<file path="src/sv/coct_pkg.sv">
// ----------------------------------------------------------------------------
// coct_pkg
// Types and constants for the circle obstacle collision table.
// ----------------------------------------------------------------------------
package coct_pkg;

  localparam int MAX_OBSTACLES_DEF = 64;

  localparam int RAD_W   = 15;
  localparam int POS_W   = 16;
  localparam int CFG_AW  = 2;
  localparam int CFG_DW  = 32;

  localparam logic [CFG_AW-1:0] REG_PLAYER_RADIUS = CFG_AW'(0);
  localparam logic [RAD_W-1:0]  PLAYER_RADIUS_RST = RAD_W'(128);

  localparam logic KIND_INSERT = 1'b0;
  localparam logic KIND_QUERY  = 1'b1;

  typedef struct packed {
    logic                    kind;
    logic signed [POS_W-1:0] pos_x;
    logic signed [POS_W-1:0] pos_z;
    logic [RAD_W-1:0]        obstacle_radius;
  } in_beat_t;

  typedef struct packed {
    logic hit;
    logic insert_dropped;
  } out_beat_t;

  typedef struct packed {
    logic signed [POS_W-1:0] x;
    logic signed [POS_W-1:0] z;
    logic [RAD_W-1:0]        radius;
  } obst_t;

endpackage

</file>
<file path="src/sv/circle_obstacle_collision_table.sv">
// ----------------------------------------------------------------------------
// circle_obstacle_collision_table
// Table of circular obstacles with a strict-overlap query against all entries.
// ----------------------------------------------------------------------------
// Usage:
//   in_* channel (valid/stall): kind 0 appends an obstacle {pos_x, pos_z,
//   obstacle_radius}; kind 1 queries position {pos_x, pos_z}. Every input
//   beat yields exactly one out_* beat {hit, insert_dropped}, in order.
//   cfg_* APB port: player_radius at address 0, written while idle.
//   An insert registers its result, which moves on to the output register once that is free.
//   A query scans the obstacle RAM one entry per cycle through a 3-stage
//   compare pipeline (abs diff, squares, sum/compare) over the N stored
//   obstacles (N up to MAX_OBSTACLES); a query on an empty table goes
//   straight to its result, with no hit.
//   One item is in flight at a time; the next beat is taken once the
//   current result has moved to the output register, even while that
//   result is still stalled. The single-port RAM read loop sets the rate.
//   A result held by out_stall keeps the block from finishing the next item.
//   Reset clears the obstacle count and restores player_radius to 128;
//   RAM contents are left as they are and never read past the count.
// ----------------------------------------------------------------------------
module circle_obstacle_collision_table #(
  parameter int MAX_OBSTACLES = coct_pkg::MAX_OBSTACLES_DEF
) (
  input  logic                        clk,
  input  logic                        rst_n,
  input  logic                        in_valid,
  output logic                        in_stall,
  input  coct_pkg::in_beat_t          in_data,
  output logic                        out_valid,
  input  logic                        out_stall,
  output coct_pkg::out_beat_t         out_data,
  input  logic                        cfg_psel,
  input  logic                        cfg_penable,
  input  logic                        cfg_pwrite,
  input  logic [coct_pkg::CFG_AW-1:0] cfg_paddr,
  input  logic [coct_pkg::CFG_DW-1:0] cfg_pwdata,
  output logic [coct_pkg::CFG_DW-1:0] cfg_prdata,
  output logic                        cfg_pready
);
  import coct_pkg::*;

  localparam int CW = $clog2(MAX_OBSTACLES + 1);
  localparam int AW = (MAX_OBSTACLES > 1) ? $clog2(MAX_OBSTACLES) : 1;
  localparam logic [CW-1:0] CNT_MAX = CW'(MAX_OBSTACLES);

  typedef enum logic [1:0] {ST_IDLE, ST_SCAN, ST_RESULT} state_t;

  state_t           state_r, state_nxt;
  logic [CW-1:0]    cnt_r, cnt_nxt;
  logic [CW-1:0]    idx_r, idx_nxt;
  logic             hit_acc_r, hit_acc_nxt;
  out_beat_t        res_r, res_nxt;
  logic             out_valid_r, out_valid_nxt;
  out_beat_t        out_data_r, out_data_nxt;
  logic [RAD_W-1:0] player_radius_r, player_radius_nxt;
  logic             rd_vld_r, s1_vld_r, s2_vld_r;

  logic signed [POS_W-1:0] qx_r, qz_r;
  obst_t                   mem_q_r;
  logic [POS_W-1:0]        dx_r, dz_r;
  logic [RAD_W:0]          tot_r;
  logic [2*POS_W-1:0]      dxsq_r, dzsq_r;
  logic [2*RAD_W+1:0]      tsq_r;

  obst_t mem [MAX_OBSTACLES];

  logic              in_acc, cfg_wr, rd_en, wr_en, out_free, scan_done;
  logic signed [POS_W:0] dx_s, dz_s;
  logic [2*POS_W:0]  sq_sum;

  assign in_acc    = in_valid && (state_r == ST_IDLE);
  assign in_stall  = (state_r != ST_IDLE);
  assign cfg_wr    = cfg_psel && cfg_penable && cfg_pwrite && cfg_pready;
  assign cfg_pready = 1'b1;
  assign cfg_prdata = (cfg_paddr == REG_PLAYER_RADIUS) ?
                      CFG_DW'(player_radius_r) : '0;
  assign out_valid = out_valid_r;
  assign out_data  = out_data_r;
  assign out_free  = !out_valid_r || !out_stall;
  assign rd_en     = (state_r == ST_SCAN) && (idx_r < cnt_r);
  assign wr_en     = in_acc && (in_data.kind == KIND_INSERT) && (cnt_r != CNT_MAX);
  assign scan_done = (idx_r == cnt_r) && !rd_vld_r && !s1_vld_r && !s2_vld_r;

  assign dx_s = {qx_r[POS_W-1], qx_r} - {mem_q_r.x[POS_W-1], mem_q_r.x};
  assign dz_s = {qz_r[POS_W-1], qz_r} - {mem_q_r.z[POS_W-1], mem_q_r.z};
  assign sq_sum = {1'b0, dxsq_r} + {1'b0, dzsq_r};

  always_comb begin
    state_nxt         = state_r;
    cnt_nxt           = cnt_r;
    idx_nxt           = idx_r;
    hit_acc_nxt       = hit_acc_r;
    res_nxt           = res_r;
    out_valid_nxt     = out_valid_r && out_stall;
    out_data_nxt      = out_data_r;
    player_radius_nxt = player_radius_r;
    if (cfg_wr && (cfg_paddr == REG_PLAYER_RADIUS)) begin
      player_radius_nxt = cfg_pwdata[RAD_W-1:0];
    end
    case (state_r)
      ST_IDLE: begin
        if (in_acc) begin
          if (in_data.kind == KIND_INSERT) begin
            res_nxt.hit            = 1'b0;
            res_nxt.insert_dropped = (cnt_r == CNT_MAX);
            if (cnt_r != CNT_MAX) begin
              cnt_nxt = cnt_r + CW'(1);
            end
            state_nxt = ST_RESULT;
          end else begin
            idx_nxt     = '0;
            hit_acc_nxt = 1'b0;
            state_nxt   = ST_SCAN;
          end
        end
      end
      ST_SCAN: begin
        if (rd_en) begin
          idx_nxt = idx_r + CW'(1);
        end
        if (s2_vld_r && (sq_sum < {1'b0, tsq_r})) begin
          hit_acc_nxt = 1'b1;
        end
        if (scan_done) begin
          res_nxt.hit            = hit_acc_r;
          res_nxt.insert_dropped = 1'b0;
          state_nxt              = ST_RESULT;
        end
      end
      ST_RESULT: begin
        if (out_free) begin
          out_valid_nxt = 1'b1;
          out_data_nxt  = res_r;
          state_nxt     = ST_IDLE;
        end
      end
      default: state_nxt = ST_IDLE;
    endcase
  end

  always_ff @(posedge clk) begin
    if (!rst_n) begin
      state_r         <= ST_IDLE;
      cnt_r           <= '0;
      idx_r           <= '0;
      hit_acc_r       <= 1'b0;
      out_valid_r     <= 1'b0;
      player_radius_r <= PLAYER_RADIUS_RST;
      rd_vld_r        <= 1'b0;
      s1_vld_r        <= 1'b0;
      s2_vld_r        <= 1'b0;
    end else begin
      state_r         <= state_nxt;
      cnt_r           <= cnt_nxt;
      idx_r           <= idx_nxt;
      hit_acc_r       <= hit_acc_nxt;
      out_valid_r     <= out_valid_nxt;
      player_radius_r <= player_radius_nxt;
      rd_vld_r        <= rd_en;
      s1_vld_r        <= rd_vld_r;
      s2_vld_r        <= s1_vld_r;
    end
  end

  // datapath, no reset
  always_ff @(posedge clk) begin
    res_r      <= res_nxt;
    out_data_r <= out_data_nxt;
    if (in_acc) begin
      qx_r <= in_data.pos_x;
      qz_r <= in_data.pos_z;
    end
    dx_r   <= dx_s[POS_W] ? POS_W'(-dx_s) : POS_W'(dx_s);
    dz_r   <= dz_s[POS_W] ? POS_W'(-dz_s) : POS_W'(dz_s);
    tot_r  <= {1'b0, player_radius_r} + {1'b0, mem_q_r.radius};
    dxsq_r <= dx_r * dx_r;
    dzsq_r <= dz_r * dz_r;
    tsq_r  <= tot_r * tot_r;
  end

  always_ff @(posedge clk) begin
    if (wr_en) begin
      mem[cnt_r[AW-1:0]] <= '{x: in_data.pos_x, z: in_data.pos_z,
                              radius: in_data.obstacle_radius};
    end
    if (rd_en) begin
      mem_q_r <= mem[idx_r[AW-1:0]];
    end
  end

`ifndef SYNTHESIS
  a_cnt_bound: assert property (@(posedge clk) disable iff (!rst_n)
    cnt_r <= CNT_MAX)
    else $error("obstacle count above table depth");

  a_idx_bound: assert property (@(posedge clk) disable iff (!rst_n)
    (state_r == ST_SCAN) |-> (idx_r <= cnt_r))
    else $error("scan index past obstacle count");

  a_idle_pipe: assert property (@(posedge clk) disable iff (!rst_n)
    (state_r == ST_IDLE) |-> (!rd_vld_r && !s1_vld_r && !s2_vld_r))
    else $error("compare pipeline busy while idle");

  a_insert_cnt: assert property (@(posedge clk) disable iff (!rst_n)
    wr_en |=> (cnt_r == $past(cnt_r) + CW'(1)))
    else $error("insert did not advance count");

  a_scan_stable_cnt: assert property (@(posedge clk) disable iff (!rst_n)
    (state_r == ST_SCAN) |=> $stable(cnt_r))
    else $error("count changed during query scan");
`endif

endmodule
</file>
<file path="config.mk">
export PLATFORM = sky130hd
export DESIGN_NAME = circle_obstacle_collision_table
export DESIGN_NICKNAME = d
export VERILOG_FILES = /design/src/sv/coct_pkg.sv /design/src/sv/circle_obstacle_collision_table.sv
export SDC_FILE = /design/constraint.sdc
export NUM_CORES = 2
export LEC_CHECK = 0
export BUFFER_PORTS_ARGS = -buffer_cell sky130_fd_sc_hd__buf_4
export CAP_MARGIN = 20
export CORE_ASPECT_RATIO = 0.6
export CORE_MARGIN = 3
export CORE_UTILIZATION = 40
export DETAILED_ROUTE_END_ITERATION = 10
export SLEW_MARGIN = 30
export SYNTH_ARGS = -nofsm -noshare
export SYNTH_HDL_FRONTEND = slang
export SYNTH_SLANG_ARGS = --single-unit
</file>
<file path="constraint.sdc">
create_clock -name clk -period 16.5 [get_ports clk]
set_input_delay 0.825 -clock clk [delete_from_list [all_inputs] [get_ports clk]]
set_output_delay 0.825 -clock clk [all_outputs]
set_load 0.01 [all_outputs]
</file>
### Word-level counts from Yosys, hierarchy flattened

Memories as Yosys holds them, arrays and structs flattened. A register that Yosys moved wholly into a read port is not among the register bits.
Cells that the tools add are included.
W data, S select, Z words.

* bits in registers: 216
* bits in writable memories: 3008
* output and inout bits: 37
* logic and storage cells: 100
* memories kept: 1

Memories
* mem: words 64, width 47, rd ports 1, clocked after Yosys merged registers in 1, wr ports 1, line circle_obstacle_collision_table.sv:66 `obst_t mem [MAX_OBSTACLES];`

* $add $sub $neg: 8
* $mul: 3
* $lt $le $gt $ge: 2
* equality and inequality tests: 12
* mux-type cells: 24
* bitwise gates (word level): 1
* reduce and logical (&&, ||, !) cells: 28

Operators by type and width (number)
* $mul A16 B16 Y32: 3
* $sub A16 B16 Y17: 2
* $add A32 B32 Y33: 1
* $lt A33 B32 Y1: 1
* $mux W16: 2
* $neg A16 Y16: 2
* $mux W7: 3
* $add A15 B15 Y16: 1
* $reduce_and A4 Y1: 4
* $mux W15: 1
* $add A7 B1 Y7 const B: 2
* $mux W2: 7
* $pmux W7 S2: 1
* $logic_and A1 B1 Y1: 12
* $ne A2 B2 Y1 const B: 6
* $eq A7 B7 Y1: 1
* $eq A7 B7 Y1 const B: 1
* $lt A7 B7 Y1: 1
* $mux W1: 7
* $ne A7 B7 Y1 const B: 1
* $pmux W2 S3: 1
* $logic_not A1 Y1: 5
* $logic_not A2 Y1: 2
* $pmux W2 S2: 1
* 9 further kinds: 10

### Longest topological paths before layout

* depth after elaboration: 6
* mapped depth: 25

### Worst setup path after synthesis

No wires, ideal clock.

* kind: input to register
* start: in in_valid
* end: mem mem[31][0] (netlist bit), enable pin
* library setup time: 0.569 ns
* arrival time: 5.725 ns
* setup slack: 10.206 ns
* cell stages on the path: 4
* path buffers: 0
* cells stage by stage: nand2_1 -> nor2_1 -> nand2_1 -> nor4_1

* cells in the longest elaborated chain, start to end: 5

Ends and longest elaborated chain
* start, declared: line circle_obstacle_collision_table.sv:27 `input logic in_valid,`
* $logic_and A1 B1 Y1: line circle_obstacle_collision_table.sv:72 `assign in_acc = in_valid && (state_r == ST_IDLE);`
* $logic_and A1 B1 Y1 (2 in a row): line circle_obstacle_collision_table.sv:82 `assign wr_en = in_acc && (in_data.kind == KIND_INSERT) && (cnt_r != CNT_MAX);`
* $mux W1: line circle_obstacle_collision_table.sv:183 `if (wr_en) begin`
* $mux W1 (not written as such): line circle_obstacle_collision_table.sv:184 `mem[cnt_r[AW-1:0]] <= '{x: in_data.pos_x, z: in_data.pos_z,`
* end, declared: line circle_obstacle_collision_table.sv:66

Every way passes these cells.

### Final worst setup path

* start: reg dz_r[3]
* end: reg dzsq_r[31]

* cells in the longest elaborated chain, start to end: 1

Ends and longest elaborated chain
* start, declared: line circle_obstacle_collision_table.sv:61 `logic [POS_W-1:0] dx_r, dz_r;`
* start signal, assigned: line circle_obstacle_collision_table.sv:175 `dz_r <= dz_s[POS_W] ? POS_W'(-dz_s) : POS_W'(dz_s);`
* $mul A16 B16 Y32: line circle_obstacle_collision_table.sv:178 `dzsq_r <= dz_r * dz_r;`
* end signal, assigned: line circle_obstacle_collision_table.sv:178
* end, declared: line circle_obstacle_collision_table.sv:63 `logic [2*POS_W-1:0] dxsq_r, dzsq_r;`

Every way passes these cells.
A chain may end at the register's enable or synchronous reset.

==> summary.txt <==
Timing
  • Fin. max-slew vios: 0
  • Final Hold Fails: 0
  • Relative slew slack: 29.1%
  • Fin Setup TNS: 0 ps
  • Tcrit/Tclk final: 44.6%
  • Tmin final: 7360 ps
  • Clock skew: 46.3 ps
  • RSZ-0062 raised after global routing: no
  • Final setup fails: 0
  • Final WS setup: 9140 ps
  • Max Freq: 0.136 GHz
  • Worst-Margin Slew: 1060 ps

Global route
  • First-pass GRT wire length: 565 mm
  • Initial antenna violation count: 26
  • Largest net degree at the start of global routing: 146
  • Vias in the first global route: 75100
  • Gr usage total: 20.9%
  • Congestion Overflow GR: 0

Final layout
  • Fillers: 31000
  • # nets final: 9149
  • Share of cells above drive strength 1: 20.7%
  • P&R area growth vs syn: 11.3%
  • Finished Layout Cells: 13300
  • Final Cell Area: 164000 µm²

Synthesis
  • Count leader, synth: edfxtp_1
  • Synth Area in Compound Gates: 2.04%
  • Synth top cells by count: edfxtp_1 (3091), mux4_2 (987), inv_1 (849), fa_1 (489), ha_1 (425)
  • Post-Synth Simple-Gate Area: 3.04%
  • Register area share after synthesis: 65.4%
  • Fraction of synthesized area in multiplexers: 15.1%
  • Async S/R FF share, synth: 0%
  • Main combinational cell family by area after synthesis: multiplexers
  • Adder-cell share of the synthesized area: 10.2%
  • Yosys warnings: 0
  • Synthesized flop and latch total: 3268
  • Top FF cell, synth: edfxtp_1
  • Syn avg cell area: 18.6 µm²
  • Number of flops mapped to enable cells by yosys: 3091
  • Post-Syn Instances: 7915
  • Post-Syn Area: 147000 µm²
  • Synth Area in XOR/XNOR: 1.11%
  • Synth area leader: edfxtp_1
  • Ranking of synthesized cells by area: edfxtp_1 (63%), mux4_2 (15%), fa_1 (6.6%), ha_1 (3.6%), dfxtp_1 (2.4%)
  • Yosys cell types: 86
  • Synth top area share: 62.9%

Clocking
  • Total CTS buffers: 288
  • Postcts setup bufs: 0
  • Worst-Skew Late Latency: 890 ps
  • Reg clk slew, reported paths: 80 ps
  • Cts repair resizes: 0
  • Root Buffer Master: clkbuf_16
  • CTS max path bufs: 4
  • Clk sinks: 3268
  • CTS tree: built
  • H-tree depth: 5
  • CTS Hold Bufs: 0

Floorplan
  • Die height: 476 µm
  • Core Region: 366000 µm²
  • Die width: 790 µm
  • # IOs: 126
  • # rows: 172
  • DIE AREA: 376000 µm²
  • Initial Util: 40.2%

Routing
  • Post-DR vias/cell: 5.71
  • DRT Wirelength: 397 mm
  • Iteration-0 DRC Markers: 9754
  • DR vias: 75800
  • DRC viols: 0
  • Routed len/inst: 30.0 µm
  • TritonRoute pass-1 iters: 5
  • ANT nets after route: 0

Setup path
  • Req. time, crit path: 17270 ps
  • R2R Path Start: dz_r[3]
  • Worst R2R Path Depth: 20
  • CP startpoint kind: flop
  • Worst setup path class: flop to flop
  • Worst R2R End: dzsq_r[31]
  • Reg-to-reg slack, setup: 9140 ps
  • Worst Path Max Fanout: 14
  • Crit path arrival time: 8140 ps
  • Endpoint class of the critical path: flop

Flow run
  • Max cap viols: 0

Placed design
  • DP HPWL: 232 mm
  • Place WS: 9260 ps
  • Placer Congestion: 0.851
  • Inst Count DP: 12700
  • Placed Area: 155000 µm²
  • IO buf count: 90

Min path
  • Hold path endpoint: player_radius_r[7]
  • Worst hold start: cfg_pwdata[7]
  • Hold depth: 3
  • Worst min-delay path category: input pin to flop

Status
  • Status: finished clean
worst max-delay path, stage by stage (launching register included):
cell and delay, ps:
dfxtp_1 900, inv_1 330, nor2_1 390, ha_1 320, xor2_1 210, fa_1 550
inv_1 50, fa_1 490, fa_1 490, fa_1 530, inv_1 50, fa_1 480
inv_1 50, ha_1 360, and3_1 250, nand2_1 70, o31a_1 360, o31ai_1 730
a211oi_1 240, a21oi_1 230, xnor2_1 130
metrics by stage:
stage / hold WS (ps) / utilization (%)
2_1_floorplan: 354 / -
3_3_place_gp: 405 / 42.1
3_5_place_dp: 411 / 42.2
4_1_cts: 132 / 44.7
5_1_grt: 179 / 44.8
6_report: 200 / 44.8
metal layers:
metal  track usage [%]  routed length, µm  vias up
li1                  -                  -    30800
met1              34.0             181000    40700
met2              28.5             164000     3725
met3              4.75              43100      462
met4              4.35               8720        8
met5                 0                 53        -
how the worst max path moves through the flow:
stage / from / end / cells past startpoint
6_report: dz_r[3] / dzsq_r[31] / 20
5_1_grt: tot_r[2] / tsq_r[31] / 21
4_1_cts: tot_r[2] / tsq_r[31] / 21
3_5_place_dp: tot_r[2] / tsq_r[31] / 21
3_3_place_gp: tot_r[2] / tsq_r[31] / 21
2_1_floorplan: in_valid / mem[31][0] / 4
placed cells by master, fill, tap and decap left out, types with 34 or more instances in the layout:
cell type / instances
edfxtp_1: 3091
and2_1: 151
xnor2_1: 144
mux4_2: 987
clkinv_2: 35
a21o_1: 55
a21oi_1: 116
nor2b_1: 41
fa_1: 489
nand2_1: 322
buf_4: 195
clkinv_1: 58
nor2_1: 167
o21ai_0: 69
dfxtp_1: 169
xor2_1: 43
ha_1: 425
nand3_1: 34
nor2_4: 63
o21a_1: 40
clkbuf_16: 296
nor3_1: 41
inv_1: 848
clkbuf_1: 66
cell type report:
type	count	area (µm²)	share of cell area, %
timing repair buffer	240	2350	1.43
multi-input combinational	3499	47100	28.7
inverter	849	3190	1.94
clock buffer	366	7710	4.70
clock inverter	137	1230	0.751
antenna	29	72.6	0.0442
sequential	3268	96400	58.7
tap	4872	6100	3.71
logic make-up after synthesis:
kind of cell	count (synthesis)
xor gates and xnor gates	187
adders and majority gates	914
DFF	3268
other	2
AOI/OAI and AO/OA	442
muxes	995
and+or+nand+nor	943
buffers and inverters	1164
registers in the layout, indices dropped and copies added (netlist names), 15 cells and up:
signal	cells
qx_r	16
player_radius_r	15
dx_r	16
dz_r	16
tot_r	16
qz_r	16
tsq_r	31
dzsq_r	31
dxsq_r	31
mem	3008
mem_q_r	47
Power is not shown: default switching activity piles up to over one toggle a cycle in this logic, so the estimate is an artifact.
